## config.mk

```make
export PLATFORM = sky130hd
export DESIGN_NAME = point_in_polygon_test_top
export DESIGN_NICKNAME = d
export VERILOG_FILES = /design/src/hw/rtl/pip_pkg.sv /design/src/hw/rtl/pip_datapath.sv /design/src/hw/rtl/pip_ctrl.sv /design/src/hw/rtl/point_in_polygon_test_top.sv
export SDC_FILE = /design/constraint.sdc
export NUM_CORES = 2
export LEC_CHECK = 0
export BUFFER_PORTS_ARGS = -buffer_cell sky130_fd_sc_hd__buf_2
export CAP_MARGIN = 10
export CORE_ASPECT_RATIO = 1.2
export CORE_MARGIN = 2
export CORE_UTILIZATION = 65
export DETAILED_ROUTE_END_ITERATION = 7
export PLACE_DENSITY = 0.82
export SLEW_MARGIN = 30
export SYNTH_ARGS = -nofsm -noshare
export SYNTH_HDL_FRONTEND = slang
export SYNTH_SLANG_ARGS = --single-unit
```

## constraint.sdc

```tcl
create_clock -name clk -period 10.4 [get_ports clk]
set_clock_uncertainty 0.2 [all_clocks]
set_input_delay 0.52 -clock clk [delete_from_list [all_inputs] [get_ports clk]]
set_output_delay 0.52 -clock clk [all_outputs]
set_load 0.1 [all_outputs]
```

## src/hw/rtl/pip_pkg.sv

```systemverilog
`timescale 1ns / 1ps
`default_nettype none
// ----------------------------------------------------------------------------
// pip_pkg
// Shared types and constants of the point-in-polygon test block.
// ----------------------------------------------------------------------------
package pip_pkg;

    // Fixed widths of the request and result fields.
    localparam int COORD_W          = 16;
    localparam int INDEX_W          = 4;
    localparam int COUNT_CFG_W      = 5;
    localparam int S_TDATA_W        = 72;
    localparam int M_TDATA_W        = 8;
    localparam int DEF_MAX_VERTICES = 16;

    // Request kind carried on the input tuser.
    typedef enum logic
    {
        REQ_WRITE = 1'b0,
        REQ_QUERY = 1'b1
    } req_type_t;

    // Controller states.
    typedef enum logic [1:0]
    {
        ST_IDLE,
        ST_PRIME,
        ST_WALK,
        ST_DRAIN
    } pip_state_t;

    // Commands from the controller to the datapath.
    typedef struct packed
    {
        logic wr_en;        // store the request's vertex
        logic start;        // latch the query point and clear the flag
        logic rd_en;        // read one vertex from the table
        logic rd_edge;      // the vertex read closes an edge with the previous one
        logic load_result;  // copy the flag into the result register
    } pip_cmd_t;

    // Status from the datapath to the controller.
    typedef struct packed
    {
        logic busy;         // edge pipeline still holds work
    } pip_sts_t;

endpackage : pip_pkg
`default_nettype wire

```

## src/hw/rtl/pip_datapath.sv

```systemverilog
`timescale 1ns / 1ps
`default_nettype none
// ----------------------------------------------------------------------------
// pip_datapath
// Vertex table and edge crossing pipeline of the point-in-polygon test.
// ----------------------------------------------------------------------------
module pip_datapath
    import pip_pkg::*;
#(
    parameter int MAX_VERTICES = DEF_MAX_VERTICES,
    parameter int ADDR_W       = $clog2(MAX_VERTICES)
)
(
    input  wire logic                      clk,
    input  wire logic                      rst_n,
    input  wire pip_cmd_t                  cmd,
    input  wire logic [ADDR_W-1:0]         rd_addr,
    input  wire logic [INDEX_W-1:0]        vertex_index,
    input  wire logic signed [COORD_W-1:0] vertex_x,
    input  wire logic signed [COORD_W-1:0] vertex_y,
    input  wire logic signed [COORD_W-1:0] point_x,
    input  wire logic signed [COORD_W-1:0] point_y,
    output pip_sts_t                       sts,
    output logic                           inside_res
);

    localparam int DIFF_W = COORD_W + 1;
    localparam int PROD_W = 2 * DIFF_W;
    localparam int CMP_W  = PROD_W + 1;

    // Vertex table, y in the upper half of each word.
    logic [2*COORD_W-1:0] mem [MAX_VERTICES];
    logic [2*COORD_W-1:0] rd_data_reg;
    logic                 wr_ok;

    logic                     rd_valid_reg;
    logic                     rd_edge_reg;
    logic signed [COORD_W-1:0] px_reg;
    logic signed [COORD_W-1:0] py_reg;
    logic signed [COORD_W-1:0] xj_reg;
    logic signed [COORD_W-1:0] yj_reg;
    logic signed [COORD_W-1:0] xi;
    logic signed [COORD_W-1:0] yi;

    logic signed [DIFF_W-1:0] dxp_reg, dxp_next;
    logic signed [DIFF_W-1:0] dy_reg, dy_next;
    logic signed [DIFF_W-1:0] dxe_reg, dxe_next;
    logic signed [DIFF_W-1:0] dyp_reg, dyp_next;
    logic                     v1_reg, v1_next;
    logic                     straddle1_reg, straddle1_next;
    logic                     dpos1_reg, dpos1_next;

    logic signed [PROD_W-1:0] lprod_reg, lprod_next;
    logic signed [PROD_W-1:0] rprod_reg, rprod_next;
    logic                     v2_reg;
    logic                     straddle2_reg;
    logic                     dpos2_reg;

    logic signed [CMP_W-1:0] diff;
    logic                    diff_neg;
    logic                    diff_zero;
    logic                    left;
    logic                    inside_reg, inside_next;
    logic                    result_reg;

    assign wr_ok = (32'(vertex_index) < 32'(MAX_VERTICES));

    always_ff @(posedge clk)
    begin
        if (cmd.wr_en && wr_ok)
        begin
            mem[ADDR_W'(vertex_index)] <= {vertex_y, vertex_x};
        end
        if (cmd.rd_en)
        begin
            rd_data_reg <= mem[rd_addr];
        end
    end

    assign xi = rd_data_reg[COORD_W-1:0];
    assign yi = rd_data_reg[2*COORD_W-1:COORD_W];

    // Stage one: differences and the straddle test of edge (current, previous).
    always_comb
    begin
        dxp_next       = DIFF_W'(px_reg) - DIFF_W'(xi);
        dy_next        = DIFF_W'(yj_reg) - DIFF_W'(yi);
        dxe_next       = DIFF_W'(xj_reg) - DIFF_W'(xi);
        dyp_next       = DIFF_W'(py_reg) - DIFF_W'(yi);
        straddle1_next = (yi > py_reg) != (yj_reg > py_reg);
        dpos1_next     = (yj_reg > yi);
        v1_next        = rd_valid_reg && rd_edge_reg;
    end

    // Stage two: the two cross products.
    always_comb
    begin
        lprod_next = dxp_reg * dy_reg;
        rprod_next = dxe_reg * dyp_reg;
    end

    // Stage three: sign of the difference decides the side.
    always_comb
    begin
        diff      = CMP_W'(lprod_reg) - CMP_W'(rprod_reg);
        diff_neg  = diff[CMP_W-1];
        diff_zero = (diff == '0);
        left      = dpos2_reg ? diff_neg : (!diff_neg && !diff_zero);
        if (cmd.start)
        begin
            inside_next = 1'b0;
        end
        else if (v2_reg && straddle2_reg && left)
        begin
            inside_next = !inside_reg;
        end
        else
        begin
            inside_next = inside_reg;
        end
    end

    always_ff @(posedge clk)
    begin
        if (cmd.start)
        begin
            px_reg <= point_x;
            py_reg <= point_y;
        end
        if (rd_valid_reg)
        begin
            xj_reg <= xi;
            yj_reg <= yi;
        end
        rd_edge_reg   <= cmd.rd_edge;
        dxp_reg       <= dxp_next;
        dy_reg        <= dy_next;
        dxe_reg       <= dxe_next;
        dyp_reg       <= dyp_next;
        straddle1_reg <= straddle1_next;
        dpos1_reg     <= dpos1_next;
        lprod_reg     <= lprod_next;
        rprod_reg     <= rprod_next;
        straddle2_reg <= straddle1_reg;
        dpos2_reg     <= dpos1_reg;
        if (cmd.load_result)
        begin
            result_reg <= inside_reg;
        end
    end

    always_ff @(posedge clk or negedge rst_n)
    begin
        if (!rst_n)
        begin
            rd_valid_reg <= 1'b0;
            v1_reg       <= 1'b0;
            v2_reg       <= 1'b0;
            inside_reg   <= 1'b0;
        end
        else
        begin
            rd_valid_reg <= cmd.rd_en;
            v1_reg       <= v1_next;
            v2_reg       <= v1_reg;
            inside_reg   <= inside_next;
        end
    end

    assign sts.busy   = rd_valid_reg || v1_reg || v2_reg;
    assign inside_res = result_reg;

`ifndef ASSERT_OFF
    // An edge enters the product stage only in the cycle after a table read.
    a_v1_after_read : assert property (@(posedge clk) disable iff (!rst_n)
        v1_reg |-> $past(rd_valid_reg))
        else $error("edge stage valid without a preceding read");

    // The flag is never toggled while a new query is being started.
    a_no_toggle_at_start : assert property (@(posedge clk) disable iff (!rst_n)
        cmd.start |-> !v2_reg)
        else $error("query started while edges still in flight");

    // The result register is loaded only once the pipeline has drained.
    a_load_drained : assert property (@(posedge clk) disable iff (!rst_n)
        cmd.load_result |-> !sts.busy)
        else $error("result loaded with edges still in flight");
`endif

endmodule : pip_datapath
`default_nettype wire

```

## src/hw/rtl/pip_ctrl.sv

```systemverilog
`timescale 1ns / 1ps
`default_nettype none
// ----------------------------------------------------------------------------
// pip_ctrl
// Sequencer of the point-in-polygon test: request handshake, vertex walk,
// result register handshake and the vertex count register.
// ----------------------------------------------------------------------------
module pip_ctrl
    import pip_pkg::*;
#(
    parameter int MAX_VERTICES = DEF_MAX_VERTICES,
    parameter int ADDR_W       = $clog2(MAX_VERTICES)
)
(
    input  wire logic                   clk,
    input  wire logic                   rst_n,
    input  wire logic                   cfg_wr_en,
    input  wire logic [COUNT_CFG_W-1:0] cfg_wr_data,
    input  wire logic                   s_tvalid,
    output logic                        s_tready,
    input  wire logic                   s_tuser,
    output logic                        m_tvalid,
    input  wire logic                   m_tready,
    input  wire pip_sts_t               sts,
    output pip_cmd_t                    cmd,
    output logic [ADDR_W-1:0]           rd_addr
);

    localparam int CNT_W = $clog2(MAX_VERTICES + 1);

    pip_state_t        state_reg, state_next;
    logic [CNT_W-1:0]  count_reg, count_next;
    logic [ADDR_W-1:0] idx_reg, idx_next;
    logic              out_valid_reg, out_valid_next;
    logic              accept;
    logic              is_query;
    logic              last_vertex;

    assign accept      = s_tvalid && s_tready;
    assign is_query    = (s_tuser == REQ_QUERY);
    assign last_vertex = (CNT_W'(idx_reg) == count_reg - CNT_W'(1));

    // Next state.
    always_comb
    begin
        state_next = state_reg;
        idx_next   = idx_reg;
        case (state_reg)
            ST_IDLE:
            begin
                if (s_tvalid && is_query)
                begin
                    state_next = (count_reg == '0) ? ST_DRAIN : ST_PRIME;
                end
            end
            ST_PRIME:
            begin
                idx_next   = '0;
                state_next = ST_WALK;
            end
            ST_WALK:
            begin
                if (last_vertex)
                begin
                    state_next = ST_DRAIN;
                end
                else
                begin
                    idx_next = idx_reg + ADDR_W'(1);
                end
            end
            ST_DRAIN:
            begin
                if (!sts.busy && (!out_valid_reg || m_tready))
                begin
                    state_next = ST_IDLE;
                end
            end
            default:
            begin
                state_next = ST_IDLE;
            end
        endcase
    end

    // Outputs.
    always_comb
    begin
        s_tready = 1'b0;
        cmd      = '0;
        rd_addr  = idx_reg;
        case (state_reg)
            ST_IDLE:
            begin
                s_tready  = 1'b1;
                cmd.wr_en = s_tvalid && !is_query;
                cmd.start = s_tvalid && is_query;
            end
            ST_PRIME:
            begin
                cmd.rd_en = 1'b1;
                rd_addr   = ADDR_W'(count_reg - CNT_W'(1));
            end
            ST_WALK:
            begin
                cmd.rd_en   = 1'b1;
                cmd.rd_edge = 1'b1;
            end
            ST_DRAIN:
            begin
                cmd.load_result = !sts.busy && (!out_valid_reg || m_tready);
            end
            default:
            begin
                s_tready = 1'b0;
            end
        endcase
    end

    always_comb
    begin
        if (cmd.load_result)
        begin
            out_valid_next = 1'b1;
        end
        else if (m_tready)
        begin
            out_valid_next = 1'b0;
        end
        else
        begin
            out_valid_next = out_valid_reg;
        end
    end

    // A count above the table size saturates.
    always_comb
    begin
        count_next = count_reg;
        if (cfg_wr_en)
        begin
            if (32'(cfg_wr_data) > 32'(MAX_VERTICES))
            begin
                count_next = CNT_W'(MAX_VERTICES);
            end
            else
            begin
                count_next = CNT_W'(cfg_wr_data);
            end
        end
    end

    always_ff @(posedge clk or negedge rst_n)
    begin
        if (!rst_n)
        begin
            state_reg     <= ST_IDLE;
            count_reg     <= '0;
            idx_reg       <= '0;
            out_valid_reg <= 1'b0;
        end
        else
        begin
            state_reg     <= state_next;
            count_reg     <= count_next;
            idx_reg       <= idx_next;
            out_valid_reg <= out_valid_next;
        end
    end

    assign m_tvalid = out_valid_reg;

`ifndef ASSERT_OFF
    // A query holds off further requests in the cycle after it is accepted.
    a_query_blocks : assert property (@(posedge clk) disable iff (!rst_n)
        (accept && is_query) |=> !s_tready)
        else $error("request taken right after a query");

    // Every table read stays below the vertex count.
    a_read_in_range : assert property (@(posedge clk) disable iff (!rst_n)
        cmd.rd_en |-> (CNT_W'(rd_addr) < count_reg))
        else $error("vertex read beyond the vertex count");

    // Requests are taken only with an empty edge pipeline.
    a_accept_idle_pipe : assert property (@(posedge clk) disable iff (!rst_n)
        accept |-> !sts.busy)
        else $error("request taken while edges still in flight");

    // A waiting result is never overwritten.
    a_no_overwrite : assert property (@(posedge clk) disable iff (!rst_n)
        cmd.load_result |-> (!out_valid_reg || m_tready))
        else $error("result register overwritten before it was taken");
`endif

endmodule : pip_ctrl
`default_nettype wire

```

## src/hw/rtl/point_in_polygon_test_top.sv

```systemverilog
`timescale 1ns / 1ps
`default_nettype none
// ----------------------------------------------------------------------------
// point_in_polygon_test_top
// Even-odd ray casting point-in-polygon test over a stored polygon.
// ----------------------------------------------------------------------------
// The block holds a polygon of up to MAX_VERTICES vertices in signed Q1.15
// and answers whether a query point lies inside it by the even-odd rule.
// A write request (tuser 0) stores one vertex at vertex_index and gives no
// result; an index at or above MAX_VERTICES is dropped. A query request
// (tuser 1) gives exactly one result, inside_res in bit 0 of the output
// tdata. The query first reads the closing vertex from the vertex table,
// then reads each vertex in turn and forms one edge with the one before
// it, and the edge test runs through a three-stage difference, multiply
// and compare pipeline that must drain before the flag is final and the
// next request is taken. With a vertex count of zero the answer is
// outside. The vertex count register is written through cfg_wr_en and
// cfg_wr_data; the user must write it only while the block is idle, as
// the block does not enforce it. A value above MAX_VERTICES acts as
// MAX_VERTICES. The edge test is exact: the crossing comparison uses
// cross products instead of a division. Every vertex below the vertex
// count must be written before a query reads it. A finished result waits
// in an output register, and the block takes the next request while it
// waits; a second query then holds in its last step, and stalls the
// request input, until the waiting result is taken.
// ----------------------------------------------------------------------------
module point_in_polygon_test_top
    import pip_pkg::*;
#(
    parameter int MAX_VERTICES = DEF_MAX_VERTICES
)
(
    input  wire logic                   clk,
    input  wire logic                   rst_n,
    // Vertex count register write.
    input  wire logic                   cfg_wr_en,
    input  wire logic [COUNT_CFG_W-1:0] cfg_wr_data,
    // Request stream.
    input  wire logic                   s_tvalid,
    output logic                        s_tready,
    // From bit 0: vertex_index[3:0], vertex_x[19:4], vertex_y[35:20],
    // point_x[51:36], point_y[67:52], zero fill[71:68].
    input  wire logic [S_TDATA_W-1:0]   s_tdata,
    // Bit 0: req_type.
    input  wire logic                   s_tuser,
    // Result stream.
    output logic                        m_tvalid,
    input  wire logic                   m_tready,
    // From bit 0: inside_res[0], zero fill[7:1].
    output logic [M_TDATA_W-1:0]        m_tdata
);

    localparam int ADDR_W = $clog2(MAX_VERTICES);

    localparam int VX_LO = INDEX_W;
    localparam int VY_LO = VX_LO + COORD_W;
    localparam int PX_LO = VY_LO + COORD_W;
    localparam int PY_LO = PX_LO + COORD_W;

    logic [INDEX_W-1:0]        vertex_index;
    logic signed [COORD_W-1:0] vertex_x;
    logic signed [COORD_W-1:0] vertex_y;
    logic signed [COORD_W-1:0] point_x;
    logic signed [COORD_W-1:0] point_y;
    logic                      inside_res;

    pip_cmd_t          cmd;
    pip_sts_t          sts;
    logic [ADDR_W-1:0] rd_addr;

    // Unpack the request fields.
    assign vertex_index = s_tdata[INDEX_W-1:0];
    assign vertex_x     = s_tdata[VX_LO +: COORD_W];
    assign vertex_y     = s_tdata[VY_LO +: COORD_W];
    assign point_x      = s_tdata[PX_LO +: COORD_W];
    assign point_y      = s_tdata[PY_LO +: COORD_W];

    // The controller sequences the walk over the table; the datapath owns
    // the table, the edge pipeline and the result register.
    pip_ctrl #(
        .MAX_VERTICES (MAX_VERTICES),
        .ADDR_W       (ADDR_W)
    ) u_ctrl (
        .clk         (clk),
        .rst_n       (rst_n),
        .cfg_wr_en   (cfg_wr_en),
        .cfg_wr_data (cfg_wr_data),
        .s_tvalid    (s_tvalid),
        .s_tready    (s_tready),
        .s_tuser     (s_tuser),
        .m_tvalid    (m_tvalid),
        .m_tready    (m_tready),
        .sts         (sts),
        .cmd         (cmd),
        .rd_addr     (rd_addr)
    );

    pip_datapath #(
        .MAX_VERTICES (MAX_VERTICES),
        .ADDR_W       (ADDR_W)
    ) u_datapath (
        .clk          (clk),
        .rst_n        (rst_n),
        .cmd          (cmd),
        .rd_addr      (rd_addr),
        .vertex_index (vertex_index),
        .vertex_x     (vertex_x),
        .vertex_y     (vertex_y),
        .point_x      (point_x),
        .point_y      (point_y),
        .sts          (sts),
        .inside_res   (inside_res)
    );

    // Pack the result; the upper bits are zero fill.
    assign m_tdata = {{(M_TDATA_W-1){1'b0}}, inside_res};

endmodule : point_in_polygon_test_top
`default_nettype wire
```

## Word-level counts from Yosys, hierarchy flattened

Memories as Yosys holds them, arrays and structs flattened. A register that Yosys moved wholly into a read port is not among the register bits.
Index checks and enable logic that the tools add are counted.

- Register bits after elaboration: 222
- Bits in writable memories: 512
- Bits of input ports: 83
- Memories: 1

Memories:

| memory | depth | width | read ports | clocked after memory_dff | wr ports | RTL line | text |
|---|---|---|---|---|---|---|---|
| u_datapath.mem | 16 | 32 | 1 | 1 | 1 | pip_datapath.sv:32 | `logic [2*COORD_W-1:0] mem [MAX_VERTICES];` |

- Add/sub/neg operators: 7
- Multiply operators: 2
- Order comparisons: 4
- Equality and inequality tests: 9
- Muxes and demuxes: 21
- Reductions and logical operators: 25

Operators by type and width:

| kind | count |
|---|---|
| 17-bit by 17-bit multiplier with 34-bit output | 2 |
| 16-bit by 16-bit subtractor with 17-bit output | 4 |
| 16-bit greater-than comparator | 3 |
| 35-bit logical NOT | 1 |
| 34-bit by 34-bit subtractor with 35-bit output | 1 |
| 1-bit 2-to-1 mux | 11 |
| 2-bit 2-to-1 mux | 5 |
| 4-bit 2-to-1 mux | 2 |
| 2-bit one-hot mux with 4 select lines | 1 |
| 4-bit one-hot mux with 2 select lines | 1 |
| 1-bit logical AND | 7 |
| 1-bit logical NOT | 6 |
| 2-bit by 1-bit inequality test with 1-bit output (second input constant) | 3 |
| 2-bit nonzero test | 3 |
| 4-bit by 5-bit equality test with 1-bit output | 1 |
| 5-bit greater-than comparator (second input constant) | 1 |
| 5-bit logical NOT | 1 |
| 5-bit 2-to-1 mux | 1 |
| 5-bit by 1-bit subtractor with 5-bit output (second input constant) | 1 |
| 4-bit by 1-bit adder with 4-bit output (second input constant) | 1 |
| 2-bit equality test (second input constant) | 2 |
| 1-bit logical OR | 3 |
| 3-bit AND reduction | 1 |
| 2-bit by 1-bit equality test with 1-bit output (second input constant) | 1 |
| other kinds (5) | 5 |

## Logic depth before layout (Yosys ltp)

- Depth in word-level cells: 8
- Mapped depth: 26
- Depth with buffers taken out: 25

## Hierarchy

From an unflattened synthesis, not the netlist that was laid out.

- Cells, all modules: 4288
- Area, all modules: 53199.8 sq um

By module, submodules not included:

| module | times used | cells each | area each (sq um) | sequential area each (sq um) |
|---|---|---|---|---|
| pip_datapath | 1 | 4184 | 52272.6 | 21210.3 |
| pip_ctrl | 1 | 95 | 863.3 | 300.3 |
| point_in_polygon_test_top | 1 | 9 | 63.8 | 0.0 |

## Least setup slack after synthesis

OpenSTA, ideal clock, no wires.

- Path kind: register to register
- Start: register u_datapath.dyp_reg[8]
- End: register u_datapath.rprod_reg[30]
- Setup time: 0.072 ns
- Data arrival time: 6.291 ns
- Path slack: 3.837 ns
- Cell stages (with the launch flop): 25
- Buffers on the path: 2
- Cells stage by stage: dfxtp_1 -> clkbuf_1 -> clkbuf_1 -> nand2_1 -> fa_1 -> inv_1 -> fa_1 -> inv_1 -> fa_1 -> inv_1 -> fa_1 -> fa_1 -> inv_1 -> fa_1 -> inv_1 -> ha_1 -> and3_1 -> a2111oi_0 -> a21oi_1 -> a211o_1 -> a221oi_1 -> a2bb2oi_2 -> a21oi_1 -> a21oi_1 -> xnor2_1

- Word-level cells in the longest chain between the ends: 1

Ends and longest elaborated chain:

| item | RTL line | text |
|---|---|---|
| start: declaration | pip_datapath.sv:48 | `logic signed [DIFF_W-1:0] dyp_reg, dyp_next;` |
| start signal: assignment | pip_datapath.sv:139 | `dyp_reg <= dyp_next;` |
| 17-bit by 17-bit multiplier with 34-bit output | pip_datapath.sv:99 | `rprod_next = dxe_reg * dyp_reg;` |
| net u_datapath.rprod_next[30] | pip_datapath.sv:54 | `logic signed [PROD_W-1:0] rprod_reg, rprod_next;` |
| end signal: assignment | pip_datapath.sv:143 | `rprod_reg <= rprod_next;` |
| end: declaration | pip_datapath.sv:54 |  |

The timed path passes the listed nets, and every way through them passes these cells.
A chain may end at the register's enable or synchronous reset.

## Final worst setup path

- Start: register u_datapath.dyp_reg[8]
- End: register u_datapath.rprod_reg[33]

Same word-level chain as after synthesis.

==> out/qor.yml <==
worst_setup_path:
  worstPathCellList: "nand2_1 > fa_1 > inv_1 > fa_1 > inv_1 > fa_1 > inv_1 > fa_1 > fa_1 > inv_1 > fa_1 > inv_1 > ha_1 > and3_1 > and4_1 > o21ai_0 > o21ai_0 > o221ai_1 > o311ai_0 > a31o_2 > a21oi_1 > o21ai_0 > a21oi_1 > xnor2_1"
  r2r_start: "u_datapath.dyp_reg[8]$_DFF_P_"
  path_class: "flip-flop to flip-flop"
  cp-end-kind: "flip-flop"
  critPathMaxStageDelay_ns: 0.85
  critical_path_peak_fanout: 17
  crit_top_cell: "fa_1"
  cp.required_ns: 10.72
  slowest_stage: "dfxtp_1"
  arrival_ns: 7.75
  crit_start: "u_datapath.dyp_reg[8]$_DFF_P_"
  startpoint_type: "flip-flop"
min_path:
  worstHoldPathType: "input pin to flip-flop"
  min-delay-start: "cfg_wr_en"
route:
  dr.pass1.iters: 6
  vias: 36200
  routedWlPerCell_um: 20.4
  drt_iter0_drc: 2659
  post-route-drc-count: 0
  wirelength_um: 125000
  viasPerCell: 5.92
  ant_nets: 0
synthesis:
  syn_inst: 4903
  yosysSeqAreaShare_pct: 39.9
  yosys.area.top_type: "edfxtp_1"
  avgSynthCellArea_sq_um: 11.0
  async_reset_ff_share_pct: 2.09
  synth.area.mux_share_pct: 0.155
  synthTopCellsByCount: "inv_1 (737), nand2_1 (612), edfxtp_1 (609), fa_1 (597), and2_1 (414)"
  synthAdderAreaFrac_pct: 29.0
  ys_seq_elements: 766
  synth_most_common_cell: "inv_1"
  synth_flop_cell: "edfxtp_1"
  synth.distinct_cells: 81
  synth_xor_area_share_pct: 2.11
  synth_compound_area_share_pct: 9.44
  yosysWarningCount: 0
  synth_edf_count: 609
  synth_top_area_share_pct: 33.9
  synthSimpleGateAreaFrac_pct: 12.8
  syn_area_sq_mm: 0.0539
  synthTopCellsByArea: "edfxtp_1 (34%), fa_1 (22%), ha_1 (6.8%)"
  synth_top_family_by_area: "adder cells"
cells_and_area:
  design_area_sq_mm: 0.0583
  n_fill_cell: 5621
  largest_reg_flops: 512
  num-nets-final: 5912
  stdcell_count: 6111
  area_growth_pct: 8.03
  drive_gt1_share_pct: 5.34
place:
  detailed_place_hpwl_um: 85500
  placed_area_sq_mm: 0.0554
  io_buffers: 81
  dp_cells: 5927
  place_congestion: 0.921
cts:
  clk_path_buf_depth: 3
  cts_buffers: 75
  cts_resized: 0
  cts_max_level: 3
  ctsHoldBuffers: 46
  clock-sinks: 766
  cts_root_buf: "clkbuf_16"
  postCtsSetupBuffers: 0
  clock_latency_ns: 0.64
  cts_tree: "built"
  clkSlewWorstSetupHoldPaths_ns: 0.07
sta:
  worst_pin_slew_ns: 0.977
  hold_violations: 0
  slew_headroom_pct: 34.9
  slew_violations: 0
  setup_viol: 0
  max_freq_mhz: 135
  tns_ns: 0
  rsz0062_at_grt: "false"
  post-route-min-period_ns: 7.43
  fin_crit_sh_pct: 71.5
die:
  coreArea_sq_mm: 0.0822
  dieArea_sq_mm: 0.0853
  die_x_um: 267
  start_util_pct: 65.7
  die_h_um: 320
  rows: 115
  ios: 93
global_route:
  gr-usage-all-layers_pct: 30.2
  grt_pass1_wl_um: 198000
  antenna_found_initial: 5
  grt_pass1_vias: 37600
  overflow: 0
  grt_max_degree: 181
run:
  drv_cap: 0
status:
  status: "complete, no violations"
## layout by cell type, fill, tap and decap left out, types with 69 or more instances in the layout
cell type and n:
a211oi_1 167, and2_1 414, xnor2_1 106, nor2_1 128, ha_1 292, a31oi_1 78, a21oi_1 176, buf_2 81
a311oi_1 69, o21ai_0 69, inv_1 737, edfxtp_1 609, nand2_1 612, fa_1 597, clkbuf_16 76, dfxtp_1 141
## kinds of logic after synthesis
kind of cell	after synthesis
flops	766
other cells	1
buf+inv	946
simple gates	1413
fa+ha+maj	890
mux	8
xor+xnor	130
compound gates	749
## metrics by stage
| stage | setup slack (ns) | utilization, % | hold slack (ns) |
|---|---|---|---|
| floorplan | 3.84 | - | 0.0244 |
| global placement | 3.10 | 67.4 | 0.111 |
| detailed placement | 2.99 | 67.4 | 0.112 |
| CTS | 2.99 | 70.9 | 0.0105 |
| global route | 2.48 | 70.9 | 0.0330 |
| finish | 2.97 | 70.9 | 0.0536 |
## layout make-up
cell class	count	area, sq um	area share (%)
clock buffer	103	2010	3.45
tap	1111	1390	2.39
timing repair buffer	162	1140	1.96
inverter	737	2770	4.75
clock inverter	33	405	0.696
multi-input combinational	3197	29000	49.8
sequential	766	21500	36.9
antenna	2	5.00	0.00859
## worst paths after layout
check	slack (ns)	cells after the start	end
max in group asynchronous	9.55	2	u_ctrl.count_reg[3]$_DFFE_PN0P_
min in group asynchronous	0.17	2	u_datapath.v1_reg$_DFF_PN0_
setup reg to reg	2.97	24	u_datapath.rprod_reg[33]$_DFF_P_
hold reg to reg	0.13	0	u_datapath.dpos2_reg$_DFF_P_
hold / removal	0.05	2	u_ctrl.count_reg[4]$_DFFE_PN0P_
setup / recovery	2.97	24	u_datapath.rprod_reg[33]$_DFF_P_
## critical path, delay by kind of cell, from the launching register on
family | cells | cell delay (ns)
DFF | 1 | 0.85
and+or+nand+nor | 3 | 0.62
xor gates and xnor gates | 1 | 0.13
buffers and inverters | 5 | 0.25
adders and majority gates | 7 | 3.36
AOI/OAI and AO/OA | 8 | 1.89
## metal layers
layer	up-vias	GRT usage (%)	wire, um
li1	16400	-	-
met1	18000	35.5	44900
met2	1371	52.6	63700
met3	464	3.56	7280
met4	6	19.6	8990
met5	-	0	29
Power is left out: the tool's default activity adds up to more than one toggle a clock period on the data nets, which glitch-free logic cannot reach.
